[src/rtl/sobol_sequence_generator_assert.svh]
// ----------------------------------------------------------------------------
// sobol sequence generator assertion macros
// concurrent assertion forms used by the ssg_datapath module
// ----------------------------------------------------------------------------
`ifndef SOBOL_SEQUENCE_GENERATOR_ASSERT_SVH
`define SOBOL_SEQUENCE_GENERATOR_ASSERT_SVH

// same-cycle implication under reset
`define SSG_ASSERT_NOW(label, clk, rst_n, ante, cons) \
    label: assert property (@(posedge clk) disable iff (!rst_n) (ante) |-> (cons)) \
        else $error("ssg assertion failed");

// next-cycle implication under reset
`define SSG_ASSERT_NEXT(label, clk, rst_n, ante, cons) \
    label: assert property (@(posedge clk) disable iff (!rst_n) (ante) |=> (cons)) \
        else $error("ssg assertion failed");

`endif

[src/rtl/ssg_pkg.sv]
// ----------------------------------------------------------------------------
// ssg_pkg
// types and codes shared by the sobol sequence generator modules
// ----------------------------------------------------------------------------
package ssg_pkg;

    localparam logic [2:0] KIND_POLY    = 3'd0;
    localparam logic [2:0] KIND_SEED    = 3'd1;
    localparam logic [2:0] KIND_BUILD   = 3'd2;
    localparam logic [2:0] KIND_NEXT    = 3'd3;
    localparam logic [2:0] KIND_SKIP    = 3'd4;
    localparam logic [2:0] KIND_RESTART = 3'd5;

    localparam logic [1:0] ST_OK        = 2'd0;
    localparam logic [1:0] ST_EXHAUSTED = 2'd1;
    localparam logic [1:0] ST_REJECTED  = 2'd2;

    typedef struct packed {
        logic [2:0]  kind;
        logic [3:0]  dimension_index;
        logic [4:0]  seed_index;
        logic [31:0] seed_value;
        logic [5:0]  degree;
        logic [30:0] coefficient_bits;
    } item_t;

    typedef struct packed {
        logic [31:0] coordinate;
        logic [3:0]  dimension;
        logic        last;
        logic [1:0]  status;
    } result_t;

    typedef struct packed {
        logic       take;
        logic       poly_wr;
        logic       seed_wr;
        logic       cnt_clear;
        logic       adv_start;
        logic       adv_rd;
        logic       adv_upd;
        logic       emit;
        logic       bld_start;
        logic       bld_rd;
        logic       bld_acc;
        logic       bld_wr;
        logic       resp_load;
        logic [1:0] resp_status;
    } cmd_t;

    typedef struct packed {
        logic       item_valid;
        logic [2:0] kind;
        logic       bad;
        logic       exhausted;
        logic       bld_skip;
        logic       out_free;
        logic       emit_ok;
        logic       d_last;
        logic       k_one;
        logic       i_last;
    } sts_t;

endpackage

[src/rtl/ssg_controller.sv]
// ----------------------------------------------------------------------------
// ssg_controller
// sequencer for setup, build, advance and restart items
// ----------------------------------------------------------------------------
module ssg_controller (
    input  logic          clk,
    input  logic          rst_n,
    input  ssg_pkg::sts_t sts,
    output ssg_pkg::cmd_t cmd
);

    typedef enum logic [7:0] {
        S_IDLE     = 8'b0000_0001,
        S_DISPATCH = 8'b0000_0010,
        S_RESP     = 8'b0000_0100,
        S_ADV_RD   = 8'b0000_1000,
        S_ADV_UPD  = 8'b0001_0000,
        S_BLD_RD   = 8'b0010_0000,
        S_BLD_ACC  = 8'b0100_0000,
        S_BLD_WR   = 8'b1000_0000
    } state_t;

    state_t     state_reg;
    state_t     state_next;
    logic [1:0] status_reg;
    logic [1:0] status_next;
    logic       is_next;

    assign is_next = sts.kind == ssg_pkg::KIND_NEXT;

    always_comb
    begin
        state_next  = state_reg;
        status_next = status_reg;
        cmd         = '0;
        cmd.resp_status = status_reg;
        case (state_reg)
            S_IDLE:
            begin
                cmd.take = 1'b1;
                if (sts.item_valid)
                    state_next = S_DISPATCH;
            end
            S_DISPATCH:
            begin
                status_next = ssg_pkg::ST_OK;
                state_next  = S_RESP;
                case (sts.kind)
                    ssg_pkg::KIND_POLY:
                        if (sts.bad)
                            status_next = ssg_pkg::ST_REJECTED;
                        else
                            cmd.poly_wr = 1'b1;
                    ssg_pkg::KIND_SEED:
                        if (sts.bad)
                            status_next = ssg_pkg::ST_REJECTED;
                        else
                            cmd.seed_wr = 1'b1;
                    ssg_pkg::KIND_BUILD:
                        if (sts.bad)
                            status_next = ssg_pkg::ST_REJECTED;
                        else if (!sts.bld_skip)
                        begin
                            cmd.bld_start = 1'b1;
                            state_next    = S_BLD_RD;
                        end
                    ssg_pkg::KIND_NEXT, ssg_pkg::KIND_SKIP:
                        if (sts.exhausted)
                            status_next = ssg_pkg::ST_EXHAUSTED;
                        else
                        begin
                            cmd.adv_start = 1'b1;
                            state_next    = S_ADV_RD;
                        end
                    ssg_pkg::KIND_RESTART:
                        cmd.cnt_clear = 1'b1;
                    default:
                        status_next = ssg_pkg::ST_REJECTED;
                endcase
            end
            S_RESP:
            begin
                if (sts.out_free)
                begin
                    cmd.resp_load = 1'b1;
                    state_next    = S_IDLE;
                end
            end
            S_ADV_RD:
            begin
                cmd.adv_rd = 1'b1;
                state_next = S_ADV_UPD;
            end
            S_ADV_UPD:
            begin
                if (!(is_next && sts.emit_ok && !sts.out_free))
                begin
                    cmd.adv_upd = 1'b1;
                    cmd.emit    = is_next && sts.emit_ok;
                    if (!sts.d_last)
                        state_next = S_ADV_RD;
                    else if (is_next)
                        state_next = S_IDLE;
                    else
                    begin
                        status_next = ssg_pkg::ST_OK;
                        state_next  = S_RESP;
                    end
                end
            end
            S_BLD_RD:
            begin
                cmd.bld_rd = 1'b1;
                state_next = S_BLD_ACC;
            end
            S_BLD_ACC:
            begin
                cmd.bld_acc = 1'b1;
                state_next  = sts.k_one ? S_BLD_WR : S_BLD_RD;
            end
            S_BLD_WR:
            begin
                cmd.bld_wr = 1'b1;
                if (sts.i_last)
                begin
                    status_next = ssg_pkg::ST_OK;
                    state_next  = S_RESP;
                end
                else
                    state_next = S_BLD_RD;
            end
            default:
                state_next = S_IDLE;
        endcase
    end

    always_ff @(posedge clk or negedge rst_n)
    begin
        if (!rst_n)
        begin
            state_reg  <= S_IDLE;
            status_reg <= ssg_pkg::ST_OK;
        end
        else
        begin
            state_reg  <= state_next;
            status_reg <= status_next;
        end
    end

endmodule

[config.mk]
export PLATFORM = sky130hd
export DESIGN_NAME = ssg_controller
export DESIGN_NICKNAME = d
export VERILOG_FILES = /design/src/rtl/sobol_sequence_generator_assert.svh /design/src/rtl/ssg_pkg.sv /design/src/rtl/ssg_controller.sv
export SDC_FILE = /design/constraint.sdc
export NUM_CORES = 1
export LEC_CHECK = 0
export ABC_AREA = 1
export ABC_CLOCK_PERIOD_IN_PS = 1200
export BUFFER_PORTS_ARGS = -buffer_cell sky130_fd_sc_hd__buf_2
export CAP_MARGIN = 20
export CORE_MARGIN = 3
export CORE_UTILIZATION = 44
export DETAILED_ROUTE_END_ITERATION = 7
export GPL_TIMING_DRIVEN = 0
export PLACE_DENSITY = 0.86
export SLEW_MARGIN = 10
export SYNTH_ARGS = -nofsm -noshare
export SYNTH_HDL_FRONTEND = slang
export SYNTH_SLANG_ARGS = --single-unit
[constraint.sdc]
create_clock -name clk -period 1.2 [get_ports clk]
set_input_delay 0.06 -clock clk [delete_from_list [all_inputs] [get_ports clk]]
set_output_delay 0.06 -clock clk [all_outputs]
set_load 0.02 [all_outputs]
## Word-level counts from Yosys, hierarchy flattened

Cells that the tools add are included.

| storage, ports and cells | value |
|---|---|
| logic and storage cells | 70 |
| bits in registers | 10 |
| output and inout bits | 15 |
| input bits | 14 |

| operators by class | value |
|---|---|
| reduce and logical (&&, ||, !) cells | 9 |
| muxes and demuxes | 40 |
| equal/unequal tests | 19 |

Operator list:

| cell | number |
|---|---|
| 8-bit case mux with 8 select lines | 1 |
| 8-bit two-way mux | 5 |
| 1-bit two-way mux | 18 |
| 6-bit two-way mux | 3 |
| 2-bit two-way mux | 7 |
| 2-bit inequality test (second input constant) | 6 |
| 2-bit case mux with 3 select lines | 2 |
| 6-bit case mux with 2 select lines | 1 |
| 8-bit by 1-bit == test with 1-bit output (second input constant) | 1 |
| 8-bit by 2-bit == test with 1-bit output (second input constant) | 1 |
| 8-bit by 3-bit == test with 1-bit output (second input constant) | 1 |
| 8-bit by 4-bit == test with 1-bit output (second input constant) | 1 |
| 8-bit by 5-bit == test with 1-bit output (second input constant) | 1 |
| 8-bit by 6-bit == test with 1-bit output (second input constant) | 1 |
| 8-bit by 7-bit == test with 1-bit output (second input constant) | 1 |
| 8-bit == test (second input constant) | 1 |
| 4-bit two-way mux | 2 |
| 3-bit by 2-bit == test with 1-bit output (second input constant) | 2 |
| 3-bit == test (second input constant) | 2 |
| 5-bit AND reduction | 1 |
| 3-bit by 1-bit == test with 1-bit output (second input constant) | 1 |
| 3-bit zero test | 1 |
| 3-bit two-way mux | 1 |
| 3-bit AND reduction | 1 |
| other kinds (5) | 6 |

## Depth between registers and ports, before layout

Gate-level depths: netlist of run 1.

| logic depth | value |
|---|---|
| depth after elaboration | 5 |
| depth in mapped cells | 10 |
| mapped depth without buffers | 10 |

## Least setup slack after synthesis of run 1

No wires, ideal clock.

| path | value |
|---|---|
| kind | register to output |
| from | register state_reg[6] |
| to | output port cmd[6] in the netlist's numbering |
| cell stages (with the launch flop) | 6 |
| required time | 1.140 ns |
| data arrival time | 1.533 ns |
| slack | -0.393 ns |
| path buffers | 0 |
| cells stage by stage | dfrtp_1 -> nor2_1 -> nand3_1 -> nor2_4 -> nand3_1 -> nor4_1 |

RTL lines:

| element | RTL line | text |
|---|---|---|
| from (decl) | ssg_controller.sv:23 | `state_t state_reg;` |
| from (signal assigned) | ssg_controller.sv:146 | `state_reg <= state_next;` |
| to (decl) | ssg_controller.sv:9 | `output ssg_pkg::cmd_t cmd` |

==> summary.txt, run 1 <==
Status
  • Status: finished, violations left
  • Violated checks: setup timing

Route
  • Final Routed Wirelength: 3240 um
  • Routed wirelength normalized by instance count: 16.0 um
  • Ratio of routed vias to standard cells: 5.33
  • Number of vias after detailed routing: 1082
  • Count of unresolved DRC violations after routing: 0
  • Number of DRC markers in iteration 0: 43
  • First-pass detailed-route iteration total: 4
  • Final ANT Viol Nets: 0

Min path
  • Hold path start: sts[1]
  • Hold Crit Endpoint: state_reg[5]
  • Hold Crit Class: in -> reg
  • Number of cells on the worst hold path: 2

Floorplan
  • Row count: 15
  • Boundary Pins: 29
  • Width of the chip: 49.7 um
  • Vertical extent of the die: 49.7 um
  • Starting density of the core: 47.7%
  • Area of the core region: 1760 um^2
  • Die ar.: 2470 um^2

Logic synthesis
  • Share of Yosys cell area claimed by the top area cell type: 26.7%
  • Flip-flop cell with the highest count after synthesis: sky130_fd_sc_hd__dfrtp_1
  • Number of library cell types mapped by synthesis: 24
  • Top area cells in the synthesized netlist: sky130_fd_sc_hd__dfrtp_1 27%, sky130_fd_sc_hd__nand2_1 13%, sky130_fd_sc_hd__inv_1 10%
  • Flip-flop and latch count after synthesis: 10
  • Post-synth EDFFs: 0
  • Cell Area, Synth: 842 um^2
  • Warnings, synthesis: 0
  • Mean area per synthesized cell: 6.63 um^2
  • Syn nets: 141
  • Proportion of synthesized chip area in sequential cells: 29.9%
  • Biggest area consumer among synthesized cells: sky130_fd_sc_hd__dfrtp_1
  • Async set-reset flop share out of synthesis: 100%
  • Number of instances in the synthesized netlist: 127

Worst setup path
  • Maximum net fanout on the critical path: 5
  • Data arrival at the endpoint of the critical path: 1610 ps
  • Startpoint type of the worst setup path: register
  • Register-to-register path setup slack: -450 ps
  • Reg2reg path depth: 11
  • FF-to-FF Start: state_reg[0]
  • Worst reg2reg path endpoint: state_reg[0]
  • Worst setup path category: reg -> out
  • Endpoint type of the worst setup path: primary output
  • Critical path data required time: 1140 ps

GRT
  • Remaining Overflow, GRT: 0
  • Number of antenna violations at the first check in global routing: 0
  • Pin count of the biggest net entering global routing: 11
  • Vias in the first global route: 1072
  • Wire length of the first global-routing pass: 4640 um
  • Total GRT Usage: 24.5%

Clock network
  • Count of H-tree levels built during CTS: 1
  • Clk Tree Root Cell: sky130_fd_sc_hd__clkbuf_4
  • Clock transition time at the flip-flop clock pins of the worst setup and hold paths: 60 ps
  • Clock tree from TritonCTS: built
  • Number of buffers on the longest clock path: 2
  • Clk sinks: 10
  • Clock insertion delay at the later pin of the skew report: 270 ps
  • TritonCTS Buffers: 3

Final layout
  • Count of non-filler cells in the finished layout: 203
  • Number of antenna diodes: 0
  • Commonest non-fill, non-tap cells in the layout: 25 x sky130_fd_sc_hd__nand2_1, 18 x sky130_fd_sc_hd__buf_6, 15 x sky130_fd_sc_hd__buf_2
  • Final Cell Area: 1500 um^2
  • Area added between synthesis and finish: 77.6%
  • Total Nets Final: 193
  • Total area of sequential cells: 251 um^2
  • Layout cell share with drive strength beyond 1: 61.2%
  • Fillers: 116
  • Flip-flop count of the largest register, all copies and words added: 8
  • Commonest non-fill, non-tap cell in the layout: sky130_fd_sc_hd__nand2_1
  • Area used by multi-input combinational logic: 666 um^2

Placed design
  • Inst Count DP: 180
  • Number of buffer cells added on primary ports: 28
  • Gpl congestion: 0.783
  • Pre-CTS setup slack: -247 ps
  • HPWL reported at the end of detailed placement: 1810 um
  • Post-detailed-placement cell area: 1090 um^2

STA
  • Setup_tns: -8460 ps
  • Count of final setup violators: 23
  • Tightest Pin Transition: 280 ps
  • Final Cycle Share: 139%
  • Number of pins exceeding their max-slew limit in the final report: 0
  • Min Tclk post-route: 1670 ps
  • Setup ws final: -467 ps
  • Max-Slew Margin vs Limit: 81.3%
  • Max Clock Skew: 8.98 ps
  • Hold Fails Final Rpt: 0
  • Max Fclk: 600 MHz
  • Unrepaired setup endpoints after global routing: yes

Flow run
  • Max capacitance violation total: 0

Pwr
  • IR Drop Worst-Case VDD: 1.16 mV
  • Design Power: 2.08 mW
  • Leak: 0.799 nW
  • Power per unit of standard cell area: 1390 nW/um^2
synth_stat cells (3+ instances only):
library cell and number:
sky130_fd_sc_hd__nor2_4 5, sky130_fd_sc_hd__nand3_1 8, sky130_fd_sc_hd__nand2_1 30, sky130_fd_sc_hd__dfrtp_1 9
sky130_fd_sc_hd__nor3_1 3, sky130_fd_sc_hd__nor2_2 3, sky130_fd_sc_hd__nor2_1 15, sky130_fd_sc_hd__inv_2 5
sky130_fd_sc_hd__nand2_2 7, sky130_fd_sc_hd__inv_1 23
through the flow:
stage,hold WS (ps),utilization [%]
CTS,24.3,78.2
global route,3.11,84.8
floorplan,-236,-
global placement,-76.5,61.7
detailed placement,-72.9,61.7
finish,14.2,84.8
cell families (layout without fill, tap and decap cells):
kind of cell | count (synthesis) | in the layout | share of synthesized area, %
simple gates | 79 | 79 | 49.9
flops | 10 | 10 | 29.9
buf+inv | 28 | 79 | 12.5
compound gates | 10 | 10 | 7.73
worst max-delay path, stage by stage (launching register included):
cell	delay [ps]
sky130_fd_sc_hd__dfrtp_1	410
sky130_fd_sc_hd__nor2_2	160
sky130_fd_sc_hd__nand3_2	110
sky130_fd_sc_hd__nor2_4	210
sky130_fd_sc_hd__nand3_4	130
sky130_fd_sc_hd__nor4_4	140
sky130_fd_sc_hd__buf_4	170
final cells by class:
| class | count | share of cell area (%) |
|---|---|---|
| flip-flops and latches | 10 | 16.8 |
| repair buffers | 47 | 26.6 |
| multi-input cells | 89 | 44.5 |
| clock buffers | 4 | 2.43 |
| well taps | 25 | 2.09 |
| inverters | 28 | 7.53 |
how the worst max path moves through the flow:
stage / startpoint / endpoint / cells after the start
after global routing: state_reg[6] / cmd[6] / 6
after floorplan: state_reg[6] / cmd[6] / 5
final: state_reg[6] / cmd[6] / 6
after CTS: state_reg[7] / cmd[6] / 6
after detailed placement: state_reg[6] / cmd[12] / 6
after global placement: state_reg[6] / cmd[12] / 6
power breakdown:
part / switching, mW / total (mW) / internal, mW / leakage (nW)
logic: 0.739 / 1.29 / 0.548 / 0.646
registers: 0.0484 / 0.477 / 0.428 / 0.133
clock network: 0.127 / 0.312 / 0.185 / 0.0210
what timing repair did:
action / CTS / global route
hold endpoints to repair: 10 / 0
endpoints found under the setup margin: 20 / 22
buffers inserted: 13 / 6
gates resized for setup: 43 / 24
pin swaps: 14 / 11
cloned: 0 / 0
hold buffers: 1 / 0
layer usage:
layer  part of all wire (%)  vias up  track usage, %
met5                      0        -               0
met4                    3.3        0            11.1
met3                    6.4       14            3.63
met2                     54       58            47.4
met1                     36      520            25.3
li1                       -      490               -
(Power assumes the default switching activity.)
==> run 2, diff against run 1 <==
--- a/config.mk
+++ b/config.mk
@@ -6,14 +6,14 @@
 export NUM_CORES = 1
 export LEC_CHECK = 0
 export ABC_AREA = 1
-export ABC_CLOCK_PERIOD_IN_PS = 1200
+export ABC_CLOCK_PERIOD_IN_PS = 1800
 export BUFFER_PORTS_ARGS = -buffer_cell sky130_fd_sc_hd__buf_2
 export CAP_MARGIN = 20
 export CORE_MARGIN = 3
-export CORE_UTILIZATION = 44
+export CORE_UTILIZATION = 49
 export DETAILED_ROUTE_END_ITERATION = 7
 export GPL_TIMING_DRIVEN = 0
-export PLACE_DENSITY = 0.86
+export PLACE_DENSITY = 0.9
 export SLEW_MARGIN = 10
 export SYNTH_ARGS = -nofsm -noshare
 export SYNTH_HDL_FRONTEND = slang
==> constraint.sdc (replaced) <==
create_clock -name clk -period 1.8 [get_ports clk]
set_input_delay 0.09 -clock clk [delete_from_list [all_inputs] [get_ports clk]]
set_output_delay 0.09 -clock clk [all_outputs]
set_load 0.02 [all_outputs]
==> summary.txt, run 2 (synthesis gave the netlist of run 1 again) <==
Final layout
  • Number of antenna diodes: 0 (unchanged)
  • Commonest non-fill, non-tap cells in the layout: 30 x sky130_fd_sc_hd__nand2_1, 28 x sky130_fd_sc_hd__buf_2, 23 x sky130_fd_sc_hd__inv_1
  • Flip-flop count of the largest register, all copies and words added: 8 (unchanged)
  • Layout cell share with drive strength beyond 1: 38.7% (-23 points)
  • Fillers: 137 (+18%)
  • Area added between synthesis and finish: 26.7%
  • Commonest non-fill, non-tap cell in the layout: sky130_fd_sc_hd__nand2_1
  • Area used by multi-input combinational logic: 492 um^2 (-26%)
  • Total Nets Final: 178 (-7.8%)
  • Total area of sequential cells: 251 um^2 (unchanged)

STA
  • Max Clock Skew: 8.82 ps (-0.154 ps)
  • Unrepaired setup endpoints after global routing: no
  • Setup ws final: 103 ps (+571 ps)
  • Setup_tns: 0 ps (+8460 ps)
  • Min Tclk post-route: 1700 ps
  • Final Cycle Share: 94.3%
  • Hold Fails Final Rpt: 0 (unchanged)
  • Number of pins exceeding their max-slew limit in the final report: 0 (unchanged)
  • Max Fclk: 589 MHz
  • Tightest Pin Transition: 227 ps (-52.8 ps)
  • Count of final setup violators: 0 (-100%)
  • Max-Slew Margin vs Limit: 84.7% (+3.4 points)

Pwr
  • Design Power: 0.990 mW (-52%)
  • Power per unit of standard cell area: 928 nW/um^2 (-33%)
  • IR Drop Worst-Case VDD: 0.640 mV (-45%)
  • Leak: 0.669 nW (-16%)

Placed design
  • Gpl congestion: 0.760 (-2.9%)
  • Number of buffer cells added on primary ports: 28 (unchanged)
  • Pre-CTS setup slack: 323 ps (+570 ps)
  • HPWL reported at the end of detailed placement: 1640 um (-9.4%)

Route
  • Routed wirelength normalized by instance count: 11.3 um (-29%)
  • Number of DRC markers in iteration 0: 26 (-40%)
  • Final Routed Wirelength: 2030 um (-37%)
  • Ratio of routed vias to standard cells: 5.07 (-4.9%)
  • First-pass detailed-route iteration total: 4 (unchanged)
  • Final ANT Viol Nets: 0 (unchanged)
  • Number of vias after detailed routing: 907 (-16%)
  • Count of unresolved DRC violations after routing: 0 (unchanged)

Worst setup path
  • Cell family with the largest share of critical-path delay: simple AND/OR/NAND/NOR gates
  • Worst setup path category: reg -> out
  • Startpoint type of the worst setup path: register
  • Cell-by-cell trace of the critical path: nor2_1 > nand3_1 > nor2_4 > nand3_1 > nor4_2 > buf_2
  • Critical path's largest stage delay: 400 ps (about the same)
  • Maximum net fanout on the critical path: 4 (-1)
  • Slowest-stage cell, CP: sky130_fd_sc_hd__dfrtp_1
  • Endpoint type of the worst setup path: primary output
  • Cell mode on critical path: sky130_fd_sc_hd__nand3_1
  • CP Buf/Inv Count: 1 (unchanged)
  • Data arrival at the endpoint of the critical path: 1610 ps (about the same)
  • Critical path data required time: 1710 ps (+570 ps)

GRT
  • Vias in the first global route: 787 (-27%)
  • Pin count of the biggest net entering global routing: 11 (unchanged)
  • Wire length of the first global-routing pass: 3030 um (-35%)
  • Remaining Overflow, GRT: 0 (unchanged)
  • Number of antenna violations at the first check in global routing: 0 (unchanged)
  • Total GRT Usage: 19.2% (-5.3 points)

Clock network
  • Count of H-tree levels built during CTS: 1 (unchanged)
  • Clock transition time at the flip-flop clock pins of the worst setup and hold paths: 70 ps (about the same)
  • Clk sinks: 10 (unchanged)
  • Clock insertion delay at the later pin of the skew report: 270 ps (about the same)
  • Clk Tree Root Cell: sky130_fd_sc_hd__clkbuf_4
  • TritonCTS Buffers: 3 (unchanged)
  • Number of buffers on the longest clock path: 2 (unchanged)
  • Clock tree from TritonCTS: built

Floorplan
  • Vertical extent of the die: 47.5 um (-4.6%)
  • Row count: 14 (-1)
  • Die ar.: 2250 um^2 (-9.0%)
  • Boundary Pins: 29 (unchanged)
  • Area of the core region: 1560 um^2 (-12%)
  • Width of the chip: 47.5 um (-4.6%)
  • Starting density of the core: 54.0% (+6.3 points)

Flow run
  • Max capacitance violation total: 0 (unchanged)

Min path
  • Hold Crit Class: in -> reg

Status
  • Status: finished clean
-- run 2: cell count changes in the layout (fill, tap and decap cells not counted), sizes merged --
cell  before  now
buf       46   31
-- run 2: worst register-to-register path, stage by stage (launching register included) --
cell and delay [ps]:
sky130_fd_sc_hd__dfstp_2 520, sky130_fd_sc_hd__inv_1 50, sky130_fd_sc_hd__nand2_1 140, sky130_fd_sc_hd__nor2_4 80, sky130_fd_sc_hd__nand2_4 100, sky130_fd_sc_hd__inv_1 80
sky130_fd_sc_hd__nand2_1 60, sky130_fd_sc_hd__o21ai_0 80, sky130_fd_sc_hd__nand3b_1 190
-- run 2: worst paths after layout --
path / depth (start not counted) / endpoint / from / slack [ps]
setup / recovery: 6 / cmd[6] / state_reg[6] / 100
hold / removal: 2 / state_reg[5] / sts[1] / 40
setup reg to reg: 8 / state_reg[2] / state_reg[0] / 380
hold reg to reg: 2 / status_reg[0] / status_reg[0] / 480
max in group asynchronous: 2 / state_reg[0] / rst_n / 1320
min in group asynchronous: 2 / state_reg[2] / rst_n / 210
-- run 2: through the flow --
stage          utilization (%)  hold WS, ps  std cells  instance area (um^2)
2_1_floorplan                -         -206        127                   842
3_3_place_gp              64.3        -46.0        171                  1000
3_5_place_dp              64.3        -37.4        171                  1000
4_1_cts                   66.6         39.9        176                  1040
5_1_grt                   68.5         55.4        179                  1070
6_report                  68.5         40.2        179                  1070
-- run 2: area by class of cell --
class | instances | area share (%)
multi-input cells | 89 | 46.1
flip-flops and latches | 10 | 23.6
repair buffers | 32 | 16.2
inverters | 28 | 9.85
clock buffers | 4 | 2.46
well taps | 16 | 1.88
-- run 2: per-layer routing --
metal	wire length (um)	GRT usage, %	part of all wire [%]
met1	814	21.0	40
met4	36	8.84	1.8
met3	69	1.13	3.4
met5	0	0	0
met2	1110	36.9	55
-- run 2: repair_timing --
| action | in CTS | in global routing |
|---|---|---|
| buffers inserted | 0 | 3 |
| gates resized for setup | 0 | 1 |
| endpoints found under the setup margin | 0 | 2 |
| hold buffers | 1 | 0 |
| hold endpoints to repair | 10 | 0 |
-- run 2: power by group --
group	internal [mW]	switching (mW)	leakage, nW
Combinational	0.187	0.332	0.521
Clock	0.0856	0.0760	0.0150
Sequential	0.285	0.0246	0.133
Total	0.557	0.433	0.669
==> run 3, diff against run 2 <==
--- a/config.mk
+++ b/config.mk
@@ -9,11 +9,11 @@
 export ABC_CLOCK_PERIOD_IN_PS = 1800
 export BUFFER_PORTS_ARGS = -buffer_cell sky130_fd_sc_hd__buf_2
 export CAP_MARGIN = 20
-export CORE_MARGIN = 3
-export CORE_UTILIZATION = 49
+export CORE_UTILIZATION = 51
+export CTS_BUF_LIST = sky130_fd_sc_hd__clkbuf_8
 export DETAILED_ROUTE_END_ITERATION = 7
 export GPL_TIMING_DRIVEN = 0
-export PLACE_DENSITY = 0.9
+export PLACE_DENSITY = 0.93
 export SLEW_MARGIN = 10
 export SYNTH_ARGS = -nofsm -noshare
 export SYNTH_HDL_FRONTEND = slang
==> summary.txt, run 3 (synthesis gave the netlist of run 1 again) <==
STA
  • Setup_tns: 0 ps (unchanged)
  • Number of pins exceeding their max-slew limit in the final report: 0 (unchanged)
  • Hold Fails Final Rpt: 0 (unchanged)
  • Unrepaired setup endpoints after global routing: no
  • Count of final setup violators: 0 (unchanged)
  • Max-Slew Margin vs Limit: 84.1% (-0.62 points)
  • Max Clock Skew: 3.88 ps (-4.95 ps)
  • Setup ws final: 104 ps (+0.616 ps)
  • Min Tclk post-route: 1700 ps (-0.616 ps)
  • Final Cycle Share: 94.2% (about the same)
  • Tightest Pin Transition: 237 ps (+9.22 ps)
  • Max Fclk: 590 MHz (about the same)

Pwr
  • Leak: 0.683 nW (+2.1%)
  • Power per unit of standard cell area: 977 nW/um^2 (+5.3%)
  • IR Drop Worst-Case VDD: 0.587 mV (-8.2%)

Clock network
  • Clock insertion delay at the later pin of the skew report: 240 ps (-30 ps)
  • Count of H-tree levels built during CTS: 1 (unchanged)
  • Clock tree from TritonCTS: built
  • Number of buffers on the longest clock path: 2 (unchanged)
  • TritonCTS Buffers: 3 (unchanged)
  • Clock transition time at the flip-flop clock pins of the worst setup and hold paths: 50 ps (-20 ps)
  • Clk sinks: 10 (unchanged)
  • Clk Tree Root Cell: sky130_fd_sc_hd__clkbuf_8

Floorplan
  • Boundary Pins: 29 (unchanged)
  • Starting density of the core: 55.3% (+1.2 points)
  • Vertical extent of the die: 42.6 um (-10%)
  • Area of the core region: 1520 um^2 (-2.2%)
  • Die ar.: 1820 um^2 (-19%)
  • Width of the chip: 42.6 um (-10%)
  • Row count: 14 (unchanged)

Flow run
  • Max capacitance violation total: 0 (unchanged)

Placed design
  • Pre-CTS setup slack: 331 ps (+8.06 ps)
  • Number of buffer cells added on primary ports: 28 (unchanged)
  • HPWL reported at the end of detailed placement: 1590 um (-3.1%)
  • Gpl congestion: 0.847 (+11%)

Min path
  • Hold Crit Class: in -> reg

Final layout
  • Commonest non-fill, non-tap cell in the layout: sky130_fd_sc_hd__nand2_1
  • Fillers: 126 (-8.0%)
  • Number of antenna diodes: 0 (unchanged)
  • Layout cell share with drive strength beyond 1: 38.9% (+0.24 points)
  • Flip-flop count of the largest register, all copies and words added: 8 (unchanged)
  • Commonest non-fill, non-tap cells in the layout: 30 x sky130_fd_sc_hd__nand2_1, 28 x sky130_fd_sc_hd__buf_2, 24 x sky130_fd_sc_hd__inv_1
  • Area added between synthesis and finish: 28.5%
  • Total Nets Final: 177 (-0.56%)

Worst setup path
  • Critical path data required time: 1710 ps (about the same)
  • Cell-by-cell trace of the critical path: inv_2 > nand4_1 > nor2_4 > nand3_2 > nor4_1 > buf_2
  • Critical path's largest stage delay: 400 ps (about the same)
  • Slowest-stage cell, CP: sky130_fd_sc_hd__dfrtp_1
  • Data arrival at the endpoint of the critical path: 1610 ps (about the same)
  • Startpoint type of the worst setup path: register
  • Endpoint type of the worst setup path: primary output
  • Worst setup path category: reg -> out
  • Maximum net fanout on the critical path: 6 (+2)

GRT
  • Total GRT Usage: 24.2% (+5.0 points)
  • Wire length of the first global-routing pass: 3300 um (+8.9%)
  • Remaining Overflow, GRT: 0 (unchanged)
  • Pin count of the biggest net entering global routing: 11 (unchanged)
  • Number of antenna violations at the first check in global routing: 0 (unchanged)
  • Vias in the first global route: 846 (+7.5%)

Route
  • Number of DRC markers in iteration 0: 15 (-42%)
  • Routed wirelength normalized by instance count: 11.3 um (-0.82%)
  • Count of unresolved DRC violations after routing: 0 (unchanged)
  • Final ANT Viol Nets: 0 (unchanged)
  • First-pass detailed-route iteration total: 4 (unchanged)
  • Number of vias after detailed routing: 924 (+1.9%)
  • Final Routed Wirelength: 2000 um (-1.4%)
  • Ratio of routed vias to standard cells: 5.19 (+2.4%)

Status
  • Status: finished clean
[run 3: changes by cell type in the layout (fill, tap and decap cells not counted), sizes merged]
cell | before | now
buf | 31 | 30
clkbuf | 4 | 3
inv | 28 | 29
[run 3: layout make-up]
type / instances / area [um^2] / share of cell area (%)
Sequential cell: 10 / 251 / 23.2
Tap cell: 16 / 20.0 / 1.85
Clock buffer: 3 / 41.3 / 3.82
Clock inverter: 1 / 3.75 / 0.347
Inverter: 28 / 105 / 9.71
Timing Repair Buffer: 31 / 165 / 15.3
Multi-Input combinational cell: 89 / 495 / 45.8
[run 3: critical path: cells and delay by family, from the launching register on]
family                 cells  cell delay [ps]
AND/OR/NAND/NOR            4              700
flip-flops                 1              400
buffers and inverters      2              280
[run 3: final timing paths]
check | start | to | slack, ps | cells past startpoint
setup / recovery | state_reg[3] | cmd[6] | 100 | 6
hold reg to reg | status_reg[1] | status_reg[1] | 470 | 2
min in group asynchronous | rst_n | state_reg[6] | 270 | 2
setup reg to reg | state_reg[0] | state_reg[0] | 410 | 10
max in group asynchronous | rst_n | state_reg[0] | 1270 | 2
hold / removal | sts[1] | state_reg[7] | 70 | 3
[run 3: per-layer routing]
metal / vias to the layer above / part of all wire (%) / track usage, %
met3: 5 / 2.8 / 2.59
met4: 0 / 2.1 / 11.9
met1: 433 / 41 / 26.8
li1: 461 / - / -
met5: - / 0 / 0
met2: 25 / 54 / 44.5
[run 3: per-stage QoR]
step / utilization, % / total power, mW / instance area, um^2 / hold slack, ps / std cells
floorplan: - / 0.667 / 842 / -206 / 127
global placement: 65.8 / 0.769 / 1000 / -47.5 / 171
detailed placement: 65.8 / 0.790 / 1000 / -39.3 / 171
CTS: 69.4 / 1.03 / 1060 / 74.1 / 176
global route: 71.0 / 1.13 / 1080 / 100 / 178
finish: 71.0 / 1.06 / 1080 / 71.4 / 178
[run 3: where the power goes]
group          internal (mW)  switching, mW  total [mW]
Sequential             0.286         0.0243       0.310
Combinational          0.178          0.337       0.515
Clock                  0.149         0.0838       0.233
[run 3: repair_timing]
| item | in CTS | in global routing |
|---|---|---|
| hold endpoints to repair | 10 | 0 |
| endpoints found under the setup margin | 0 | 4 |
| setup buffers | 0 | 2 |
| hold buffers | 1 | 0 |
| resized for setup | 0 | 2 |
